### src/hw/rtl/pwft_pkg.sv
// types, register indexes and reset values of the pulse width frame transmitter
// used by every module of the block, depends on nothing
`default_nettype none

package pwft_pkg;

  localparam int FRAME_BYTES = 4;
  localparam int FRAME_BITS  = FRAME_BYTES * 8;
  localparam int POS_W       = $clog2(FRAME_BITS);
  localparam int TICK_W      = 8;
  localparam int BYTE_W      = 8;
  localparam int CFG_IDX_W   = 3;
  localparam int OUT_PAD_W   = 5;

  localparam logic [POS_W-1:0] LAST_POS = POS_W'(FRAME_BITS - 1);

  // register indexes
  localparam logic [CFG_IDX_W-1:0] CFG_SHORT    = 3'd0;
  localparam logic [CFG_IDX_W-1:0] CFG_LONG     = 3'd1;
  localparam logic [CFG_IDX_W-1:0] CFG_PREAMBLE = 3'd2;
  localparam logic [CFG_IDX_W-1:0] CFG_TRAILER  = 3'd3;
  localparam logic [CFG_IDX_W-1:0] CFG_SYNC     = 3'd4;

  // reset values
  localparam logic [TICK_W-1:0] RST_SHORT    = 8'd2;
  localparam logic [TICK_W-1:0] RST_LONG     = 8'd6;
  localparam logic [TICK_W-1:0] RST_PREAMBLE = 8'd10;
  localparam logic [TICK_W-1:0] RST_TRAILER  = 8'd3;
  localparam logic [BYTE_W-1:0] RST_SYNC     = 8'hBA;

  // input command codes
  localparam logic CMD_TICK  = 1'b0;
  localparam logic CMD_START = 1'b1;

  typedef enum logic [4:0] {
    PH_IDLE  = 5'b00001,
    PH_PRE   = 5'b00010,
    PH_LOW   = 5'b00100,
    PH_HIGH  = 5'b01000,
    PH_TRAIL = 5'b10000
  } phase_t;

  typedef struct packed {
    logic [TICK_W-1:0] short_ticks;
    logic [TICK_W-1:0] long_ticks;
    logic [TICK_W-1:0] preamble_ticks;
    logic [TICK_W-1:0] trailer_ticks;
    logic [BYTE_W-1:0] sync_byte;
  } cfg_t;

  typedef struct packed {
    logic line_level;
    logic busy_res;
    logic frame_done;
    logic start_ignored;
  } res_t;

endpackage

`default_nettype wire

### src/hw/rtl/pwft_cfg.sv
// configuration register file of the pulse width frame transmitter
// depends on pwft_pkg
`default_nettype none

module pwft_cfg (
  input  wire logic                          clk,
  input  wire logic                          rst_n,
  input  wire logic                          wr_en,
  input  wire logic [pwft_pkg::CFG_IDX_W-1:0] wr_index,
  input  wire logic [pwft_pkg::BYTE_W-1:0]    wr_data,
  output pwft_pkg::cfg_t                     cfg
);

  pwft_pkg::cfg_t cfg_r;
  pwft_pkg::cfg_t cfg_nxt;

  always_comb begin
    cfg_nxt = cfg_r;
    if (wr_en) begin
      case (wr_index)
        pwft_pkg::CFG_SHORT:    cfg_nxt.short_ticks    = wr_data;
        pwft_pkg::CFG_LONG:     cfg_nxt.long_ticks     = wr_data;
        pwft_pkg::CFG_PREAMBLE: cfg_nxt.preamble_ticks = wr_data;
        pwft_pkg::CFG_TRAILER:  cfg_nxt.trailer_ticks  = wr_data;
        pwft_pkg::CFG_SYNC:     cfg_nxt.sync_byte      = wr_data;
        default:                cfg_nxt                = cfg_r;
      endcase
    end
  end

  always_ff @(posedge clk) begin
    if (!rst_n) begin
      cfg_r.short_ticks    <= pwft_pkg::RST_SHORT;
      cfg_r.long_ticks     <= pwft_pkg::RST_LONG;
      cfg_r.preamble_ticks <= pwft_pkg::RST_PREAMBLE;
      cfg_r.trailer_ticks  <= pwft_pkg::RST_TRAILER;
      cfg_r.sync_byte      <= pwft_pkg::RST_SYNC;
    end else begin
      cfg_r <= cfg_nxt;
    end
  end

  assign cfg = cfg_r;

endmodule

`default_nettype wire

### src/hw/rtl/pwft_core.sv
// frame sequencer: phase, tick counter, bit position and frame word state
// one word per cycle while en is high; depends on pwft_pkg
`default_nettype none

module pwft_core (
  input  wire logic                       clk,
  input  wire logic                       rst_n,
  input  wire logic                       en,
  input  wire logic                       cmd,
  input  wire logic [pwft_pkg::BYTE_W-1:0] sensor_index,
  input  wire logic [pwft_pkg::BYTE_W-1:0] temperature,
  input  wire pwft_pkg::cfg_t             cfg,
  output pwft_pkg::res_t                  res
);

  pwft_pkg::phase_t                  phase_r, phase_nxt;
  logic [pwft_pkg::TICK_W-1:0]       tick_r, tick_nxt;
  logic [pwft_pkg::POS_W-1:0]        pos_r, pos_nxt, pos_inc;
  logic [pwft_pkg::FRAME_BITS-1:0]   bits_r, bits_nxt;
  logic                              line_r, line_nxt;
  logic                              busy, busy_nxt, tick_end;
  logic                              bit_cur, bit_inc, done, ignored;

  assign busy     = phase_r inside {pwft_pkg::PH_PRE, pwft_pkg::PH_LOW,
                                    pwft_pkg::PH_HIGH, pwft_pkg::PH_TRAIL};
  assign busy_nxt = phase_nxt inside {pwft_pkg::PH_PRE, pwft_pkg::PH_LOW,
                                      pwft_pkg::PH_HIGH, pwft_pkg::PH_TRAIL};
  assign pos_inc  = pos_r + pwft_pkg::POS_W'(1);
  assign bit_cur  = bits_r[pos_r];
  assign bit_inc  = bits_r[pos_inc];
  assign tick_end = (tick_r <= pwft_pkg::TICK_W'(1));

  always_comb begin
    phase_nxt = phase_r;
    tick_nxt  = tick_r;
    pos_nxt   = pos_r;
    bits_nxt  = bits_r;
    line_nxt  = line_r;
    done      = 1'b0;
    ignored   = 1'b0;
    if (cmd == pwft_pkg::CMD_START) begin
      if (busy) begin
        ignored = 1'b1;
      end else begin
        bits_nxt  = {temperature, sensor_index, cfg.sync_byte, cfg.sync_byte};
        pos_nxt   = '0;
        phase_nxt = pwft_pkg::PH_PRE;
        line_nxt  = 1'b1;
        tick_nxt  = cfg.preamble_ticks;
      end
    end else if (busy) begin
      tick_nxt = tick_end ? '0 : tick_r - pwft_pkg::TICK_W'(1);
      if (tick_end) begin
        case (phase_r)
          pwft_pkg::PH_PRE: begin
            phase_nxt = pwft_pkg::PH_LOW;
            line_nxt  = 1'b0;
            tick_nxt  = bit_cur ? cfg.short_ticks : cfg.long_ticks;
          end
          pwft_pkg::PH_LOW: begin
            phase_nxt = pwft_pkg::PH_HIGH;
            line_nxt  = 1'b1;
            tick_nxt  = bit_cur ? cfg.long_ticks : cfg.short_ticks;
          end
          pwft_pkg::PH_HIGH: begin
            if (pos_r == pwft_pkg::LAST_POS) begin
              phase_nxt = pwft_pkg::PH_TRAIL;
              line_nxt  = 1'b1;
              tick_nxt  = cfg.trailer_ticks;
            end else begin
              pos_nxt   = pos_inc;
              phase_nxt = pwft_pkg::PH_LOW;
              line_nxt  = 1'b0;
              tick_nxt  = bit_inc ? cfg.short_ticks : cfg.long_ticks;
            end
          end
          default: begin
            phase_nxt = pwft_pkg::PH_IDLE;
            line_nxt  = 1'b0;
            tick_nxt  = '0;
            pos_nxt   = '0;
            done      = 1'b1;
          end
        endcase
      end
    end else begin
      phase_nxt = pwft_pkg::PH_IDLE;
    end
  end

  always_ff @(posedge clk) begin
    if (!rst_n) begin
      phase_r <= pwft_pkg::PH_IDLE;
      tick_r  <= '0;
      pos_r   <= '0;
      line_r  <= 1'b0;
    end else if (en) begin
      phase_r <= phase_nxt;
      tick_r  <= tick_nxt;
      pos_r   <= pos_nxt;
      line_r  <= line_nxt;
    end
  end

  always_ff @(posedge clk) begin
    if (en) begin
      bits_r <= bits_nxt;
    end
  end

  // line_level, busy_res, frame_done, start_ignored from the top bit down
  assign res = {line_nxt, busy_nxt, done, ignored};

endmodule

`default_nettype wire

### src/hw/rtl/pulse_width_frame_transmitter_unit.sv
// a word accepted into the input register reaches the output through the result register
// throughput: one word per cycle while the receiver takes results, set by the sequencer update
// the input register takes a new word while the result register waits, if it is empty
// reset: synchronous active-low rst_n clears the sequencer to idle with the
// line low and loads the default tick counts and sync byte
`default_nettype none

module pulse_width_frame_transmitter_unit (
  input  wire logic                          clk,
  input  wire logic                          rst_n,
  input  wire logic                          in_tvalid,
  output      logic                          in_tready,
  input  wire logic [15:0]                   in_tdata,  // sensor_index, temperature
  input  wire logic                          in_tuser,  // cmd
  output      logic                          out_tvalid,
  input  wire logic                          out_tready,
  output      logic [7:0]                    out_tdata, // line_level, busy_res, start_ignored
  output      logic                          out_tlast, // frame_done
  input  wire logic                          cfg_valid,
  output      logic                          cfg_ready,
  input  wire logic [pwft_pkg::CFG_IDX_W-1:0] cfg_index,
  input  wire logic [pwft_pkg::BYTE_W-1:0]    cfg_data
);

  pwft_pkg::cfg_t                 cfg;
  pwft_pkg::res_t                 res;
  logic                           in_valid_r, in_valid_nxt;
  logic                           out_valid_r, out_valid_nxt;
  logic                           cmd_r;
  logic [pwft_pkg::BYTE_W-1:0]    sensor_r, temp_r;
  logic                           line_r, busy_r, done_r, ign_r;
  logic                           adv, in_acc, step;

  assign cfg_ready = 1'b1;
  assign adv       = !out_valid_r || out_tready;
  assign in_tready = !in_valid_r || adv;
  assign in_acc    = in_tvalid && in_tready;
  assign step      = in_valid_r && adv;

  assign in_valid_nxt  = in_acc ? 1'b1 : (adv ? 1'b0 : in_valid_r);
  assign out_valid_nxt = adv ? in_valid_r : out_valid_r;

  pwft_cfg u_cfg (
    .clk      (clk),
    .rst_n    (rst_n),
    .wr_en    (cfg_valid && cfg_ready),
    .wr_index (cfg_index),
    .wr_data  (cfg_data),
    .cfg      (cfg)
  );

  pwft_core u_core (
    .clk          (clk),
    .rst_n        (rst_n),
    .en           (step),
    .cmd          (cmd_r),
    .sensor_index (sensor_r),
    .temperature  (temp_r),
    .cfg          (cfg),
    .res          (res)
  );

  always_ff @(posedge clk) begin
    if (!rst_n) begin
      in_valid_r  <= 1'b0;
      out_valid_r <= 1'b0;
    end else begin
      in_valid_r  <= in_valid_nxt;
      out_valid_r <= out_valid_nxt;
    end
  end

  always_ff @(posedge clk) begin
    if (in_acc) begin
      cmd_r    <= in_tuser;
      sensor_r <= in_tdata[7:0];
      temp_r   <= in_tdata[15:8];
    end
  end

  always_ff @(posedge clk) begin
    if (step) begin
      line_r <= res.line_level;
      busy_r <= res.busy_res;
      done_r <= res.frame_done;
      ign_r  <= res.start_ignored;
    end
  end

  assign out_tvalid = out_valid_r;
  assign out_tdata  = {{pwft_pkg::OUT_PAD_W{1'b0}}, ign_r, busy_r, line_r};
  assign out_tlast  = done_r;

endmodule

`default_nettype wire

### config.mk
export PLATFORM = sky130hd
export DESIGN_NAME = pulse_width_frame_transmitter_unit
export DESIGN_NICKNAME = d
export VERILOG_FILES = /design/src/hw/rtl/pwft_pkg.sv /design/src/hw/rtl/pwft_cfg.sv /design/src/hw/rtl/pwft_core.sv /design/src/hw/rtl/pulse_width_frame_transmitter_unit.sv
export SDC_FILE = /design/constraint.sdc
export NUM_CORES = 1
export LEC_CHECK = 0
export BUFFER_PORTS_ARGS = -buffer_cell sky130_fd_sc_hd__buf_2
export CORE_MARGIN = 2
export CORE_UTILIZATION = 55
export DETAILED_ROUTE_END_ITERATION = 8
export GPL_TIMING_DRIVEN = 0
export PLACE_DENSITY = 0.85
export SYNTH_ARGS = -nofsm -noshare
export SYNTH_HDL_FRONTEND = slang
export SYNTH_SLANG_ARGS = --single-unit
### constraint.sdc
create_clock -name clk -period 4.65 [get_ports clk]
set_input_delay 0.6975 -clock clk [delete_from_list [all_inputs] [get_ports clk]]
set_output_delay 0.6975 -clock clk [all_outputs]
set_load 0.02 [all_outputs]
Word-level counts from Yosys, hierarchy flattened
Cells that the tools add are included.
{ "word_totals": {"out_inout_bits": 12, "ff_bits": 114, "latchBits": 0, "in_bits": 33, "memories": 0, "rom_bits": 0, "mem_bits_rw": 0} }
{ "classes": {"n_reduce_logical": 23, "magnitude_cmp": 3, "n_bitwise": 2, "n_mux": 35, "multipliers": 0, "div_mod_pow": 0, "addsub": 2, "eq_ne": 16, "shifts": 0} }
{ "ops": {"columns": ["operator", "count"], "rows": [
  ["$mux W8", 8],
  ["$mux W5", 10],
  ["$pmux W8 S3", 1],
  ["$eq A5 B5 Y1 const B", 3],
  ["$pmux W5 S3", 1],
  ["$lt A5 B6 Y1 const B", 2],
  ["$mux W1", 11],
  ["$bmux W1 S5", 2],
  ["$eq A5 B2 Y1 const B", 2],
  ["$eq A5 B3 Y1 const B", 2],
  ["$eq A5 B4 Y1 const B", 2],
  ["$pmux W5 S2", 1],
  ["$reduce_and A2 Y1", 5],
  ["$le A8 B1 Y1 const B", 1],
  ["$reduce_bool A4 Y1", 2],
  ["$sub A8 B1 Y8 const B", 1],
  ["$eq A3 B2 Y1 const B", 2],
  ["$reduce_and A3 Y1", 2],
  ["$reduce_and A6 Y1", 1],
  ["$reduce_bool A2 Y1", 3],
  ["$reduce_or A3 Y1", 2],
  ["$add A5 B1 Y5 const B", 1],
  ["$eq A3 B1 Y1 const B", 1],
  ["$eq A3 B3 Y1 const B", 1],
  ["10 further kinds", 14]
]} }

Longest topological paths before layout
{ "depth": {"ltp_word": 9, "mapped_depth": 12, "mapped_depth_nobuf": 11} }

Modules after synthesis
From an unflattened synthesis, not the netlist that was laid out.
{ "unflattened": {"cells_unflattened": 498, "area_unflattened_um2": 5391.4} }
{ "modules_own_cells": {"columns": ["module", "cells_per_inst", "n_inst", "area_each_um2"], "rows": [
  ["pwft_core", 306, 1, 3012.9],
  ["pwft_cfg", 151, 1, 1569.0],
  ["pulse_width_frame_transmitter_unit", 41, 1, 809.5]
]} }

Worst setup path after synthesis
OpenSTA, ideal clock, no wires.
{ "synth_timing": {"path_kind": "reg-to-reg", "startpoint": "register u_core.pos_r[0] (netlist bit)", "endpoint": "register u_core.tick_r[6] (netlist bit)", "required_time_ps": 4520, "path_slack_ps": 1852, "path_stages_with_launch": 9, "arrival_time_ps": 2669, "cell_sequence": "dfxtp_1 > ha_1 > buf_2 > mux4_2 > mux4_2 > mux2i_4 > mux2_2 > o2111ai_1 > o211ai_1"} }
{ "synth_via": {"elab_chain_cells": 9} }
{ "synth_rtl": {"columns": ["element", "line_no", "rtl"], "rows": [
  ["start: declaration", "pwft_core.sv:18", "logic [pwft_pkg::POS_W-1:0] pos_r, pos_nxt, pos_inc;"],
  ["start signal: assignment", "pwft_core.sv:100", "pos_r <= pos_nxt;"],
  ["$add A5 B1 Y5", "pwft_core.sv:28", "assign pos_inc = pos_r + pwft_pkg::POS_W'(1);"],
  ["$bmux W1 S5", "pwft_core.sv:30", "assign bit_inc = bits_r[pos_inc];"],
  ["$mux W1 (implied by the code)", "pwft_core.sv:30", null],
  ["$mux W8", "pwft_core.sv:74", "tick_nxt = bit_inc ? cfg.short_ticks : cfg.long_ticks;"],
  ["$mux W8", "pwft_core.sv:66", "if (pos_r == pwft_pkg::LAST_POS) begin"],
  ["$pmux W8 S3 *", "pwft_core.sv:54", "case (phase_r)"],
  ["$mux W8 *", "pwft_core.sv:53", "if (tick_end) begin"],
  ["$mux W8 *", "pwft_core.sv:51", "end else if (busy) begin"],
  ["$mux W8 *", "pwft_core.sv:41", "if (cmd == pwft_pkg::CMD_START) begin"],
  ["end signal: assignment", "pwft_core.sv:99", "tick_r <= tick_nxt;"],
  ["end: declaration", "pwft_core.sv:17", "logic [pwft_pkg::TICK_W-1:0] tick_r, tick_nxt;"]
]} }
Every way passes the cells marked *; elsewhere a longest branch is shown, timed or not. The select of a mux whose other input is x is not followed.
A chain may end at the register's enable or synchronous reset.

Worst setup path in the final report
{ "layout_timing": {"startpoint": "register u_core.phase_r[3]", "endpoint": "register u_core.tick_r[7] (netlist bit)"} }
{ "layout_via": {"elab_chain_cells": 5} }
{ "layout_rtl": {"columns": ["element", "line_no", "rtl"], "rows": [
  ["start: declaration", "pwft_core.sv:16", "pwft_pkg::phase_t phase_r, phase_nxt;"],
  ["start signal: assignment", "pwft_core.sv:93", "phase_r <= pwft_pkg::PH_IDLE;"],
  ["start signal: assignment", "pwft_core.sv:98", "phase_r <= phase_nxt;"],
  ["$eq A5 B4 Y1, or another cell as far along", "pwft_core.sv:24, pwft_core.sv:54", null],
  ["$pmux W8 S3", "pwft_core.sv:54", null],
  ["$mux W8", "pwft_core.sv:53", null],
  ["$mux W8", "pwft_core.sv:51", null],
  ["$mux W8", "pwft_core.sv:41", null]
]} }
Several ways; a longest one is shown, not always the timed one. The select of a mux whose other input is x is not followed.

==> impl_metrics.yaml <==
status:
  outcome: "finished, final reports clean"
clocking:
  cts_root_buf: "clkbuf_8"
  clock-sinks: 106
  clk_latency_ns: 0.38
  cts_buffers: 9
  cts-htree-levels: 3
  cts_setup_buffers: 0
  cts_tree: "yes"
  cts_buffer_depth: 2
  cts.repair.resized: 0
  postCtsHoldBufs: 0
  path_clk_slew_ns: 0.11
yosys:
  synth.top_cell.area_share_pct: 26.3
  avgSynthCellArea_um2: 10.0
  yosysUniqueCellTypes: 58
  synth-seq-cells: 106
  yosysSeqAreaShare_pct: 50.2
  synthCells: 512
  synth_most_common_cell: "nand2_1"
  netlist_area_mm2: 0.00513
  synth_top_flop_cell: "dfxtp_1"
  synth_edf_count: 45
  netlist_top_cells_count: "nand2_1 (103), dfxtp_1 (61), edfxtp_1 (45)"
  synth_area_leaders: "edfxtp_1 (26%), dfxtp_1 (24%), nand2_1 (7.5%), mux4_2 (4.8%), a21boi_0 (4.1%)"
  yosysWarnings: 0
  synth_area_leader_cell: "edfxtp_1"
  async_reset_ff_share_pct: 0
critical_path:
  path_max_fanout: 10
  crit_slowest_cell: "a221o_1"
  r2r-end: "u_core.tick_r[7]"
  crit_type: "register to register"
  crit_chain: "clkbuf_1, xor2_1, o211ai_1, a21oi_1, inv_1, ha_1, nand3b_1, nand2_1, nand2_1, a221o_1, a31oi_1, a31oi_1"
  crit_start: "u_core.phase_r[3]"
  r2r_slack_ns: 1.47
  slowest_delay_ns: 0.37
  crit_family: "compound AO/OA/AOI/OAI gates"
  cp-start-kind: "register"
  crit_buf_inv: 2
  cp-endpoint: "u_core.tick_r[7]"
  crit_required_ns: 4.92
  end_kind: "register"
  cp_num_cells: 12
  arrival_ns: 3.45
  timing.rr.start: "u_core.phase_r[3]"
  worst-r2r-cell-count: 12
timing:
  worst_slack_ns: 1.47
  hold_violations: 0
  maxSlewViolCount: 0
  worstMarginPinSlew_ns: 1.06
  setup_tns_ns: 0
  fmax_mhz: 314
  setup-violations-final: 0
  relSlewSlack_pct: 29.3
  finalClockSkew_ns: 0.00928
  post-route-period-util_pct: 68.4
  rsz0062_at_grt: "no"
  post-route-min-period_ns: 3.18
placed_design:
  io_buffers: 37
  pre_cts_ws_ns: 1.55
  place_congestion: 0.934
  dp_hpwl_um: 8470
  dp.cells: 664
global_routing:
  antenna_found_initial: 0
  grt_max_degree: 25
  grt_pass1_vias: 4028
  grt_pass1_wl_um: 19300
  overflow: 0
  grt.total_usage_pct: 24.3
route:
  drc: 0
  ant_nets: 0
  avgRoutedWirePerCell_um: 17.1
  wl_um: 11600
  drt_iter0_markers: 337
  routed_via_density: 6.05
  vias: 4115
  drtPass1Iterations: 5
floorplanning:
  die_x_um: 101
  dieArea_mm2: 0.0101
  die_y_um: 101
  core.rowCount: 35
  core-area_mm2: 0.00915
  start_util_pct: 56.0
  io_pins: 45
finish:
  drive_above_1_share_pct: 16.5
  synthToLayoutAreaGrowth_pct: 11.1
  layout.nets: 602
  fin_cells: 680
  diodes: 0
power_and_ir_drop:
  powerDensity_mw_per_mm2: 323
  vdd_drop_max_mv: 0.217
  leakagePower_nw: 2.05
  finalPower_w: 0.00184
hold_path:
  hp-class: "register to register"
job:
  drv_cap: 0
==> flip-flops by register name, indices dropped and copies added (netlist names) <==
signal / flops
u_cfg.cfg: 40
u_core.bits_r: 24
sensor_r: 8
temp_r: 8
u_core.tick_r: 8
u_core.phase_r: 5
u_core.pos_r: 5
busy_r: 1
cmd_r: 1
ign_r: 1
in_valid_r: 1
line_r: 1
out_tlast: 1
out_tvalid: 1
u_core.line_r: 1
==> worst min path at each step <==
| stage | startpoint | end | slack, ns | cells after the start |
|---|---|---|---|---|
| floorplan | sensor_r[0] | u_core.bits_r[16] | 0.40 | 0 |
| global placement | temp_r[7] | u_core.bits_r[31] | 0.40 | 0 |
| detailed placement | sensor_r[4] | u_core.bits_r[20] | 0.41 | 0 |
| global route | temp_r[7] | u_core.bits_r[31] | 0.44 | 0 |
| CTS | temp_r[4] | u_core.bits_r[28] | 0.43 | 0 |
| finish | temp_r[4] | u_core.bits_r[28] | 0.42 | 0 |
==> cells in the final DEF, fill, tap and decap left out, drive strengths merged, types with 8 or more instances in the layout <==
cell type | Yosys | layout
nand3b | 8 | 8
nand2 | 103 | 103
dfxtp | 61 | 61
nand2b | 16 | 16
a21boi | 33 | 33
mux2 | 9 | 9
a31oi | 10 | 10
o21ai | 17 | 17
clkbuf | 21 | 30
a21oi | 8 | 8
nor2b | 9 | 9
nor2 | 18 | 18
nor3 | 14 | 14
buf | 14 | 51
edfxtp | 45 | 45
nand3 | 23 | 23
inv | 8 | 11
mux4 | 11 | 11
o211ai | 14 | 14
==> layout make-up <==
type                            count  area [µm²]
Fill cell                         739        3460
Sequential cell                   106        2570
Multi-Input combinational cell    366        2370
Timing Repair Buffer               37         185
Buffer                             35         170
Tap cell                          111         139
Clock buffer                        9         124
Clock inverter                      7         105
Inverter                            9        33.8
==> logic make-up (layout without fill, tap and decap cells) <==
| group | Yosys count | count (layout) | share of synthesized area, % |
|---|---|---|---|
| simple gates | 218 | 218 | 20.9 |
| fa+ha+maj | 5 | 5 | 1.22 |
| other cells | 2 | 6 | 0.146 |
| xor+xnor | 3 | 3 | 0.512 |
| compound gates | 108 | 108 | 14.9 |
| buf+inv | 44 | 97 | 3.98 |
| mux | 26 | 26 | 8.22 |
| flops | 106 | 106 | 50.2 |
==> where the power goes <==
part | internal (W) | switching, W | total (W)
registers | 0.00100 | 0.0000213 | 0.00102
clock network | 0.000270 | 0.000358 | 0.000628
logic | 0.0000731 | 0.000114 | 0.000187
total | 0.00135 | 0.000493 | 0.00184
==> metal layers <==
layer / share of wire (%) / track usage, % / up-vias
met5: 0 / 0 / -
met1: 44 / 32.5 / 1970
li1: - / - / 1952
met3: 6.9 / 4.44 / 18
met2: 48 / 40.2 / 175
met4: 1.6 / 7.80 / 0
==> through the flow <==
step                utilization [%]  hold slack [ns]  area [µm²]
global placement               59.7            0.403        5470
global route                   62.2            0.437        5700
finish                         62.2            0.423        5700
detailed placement             59.7            0.405        5470
floorplan                         -            0.400        5140
CTS                            62.2            0.429        5700
==> worst reg2reg max path, stage by stage (launching register included) <==
cell	delay [ns]
dfxtp_1	0.32
clkbuf_1	0.32
xor2_1	0.24
o211ai_1	0.12
a21oi_1	0.36
inv_1	0.17
ha_1	0.31
nand3b_1	0.33
nand2_1	0.22
nand2_1	0.07
a221o_1	0.37
a31oi_1	0.15
a31oi_1	0.10
(Power assumes the default switching activity.)
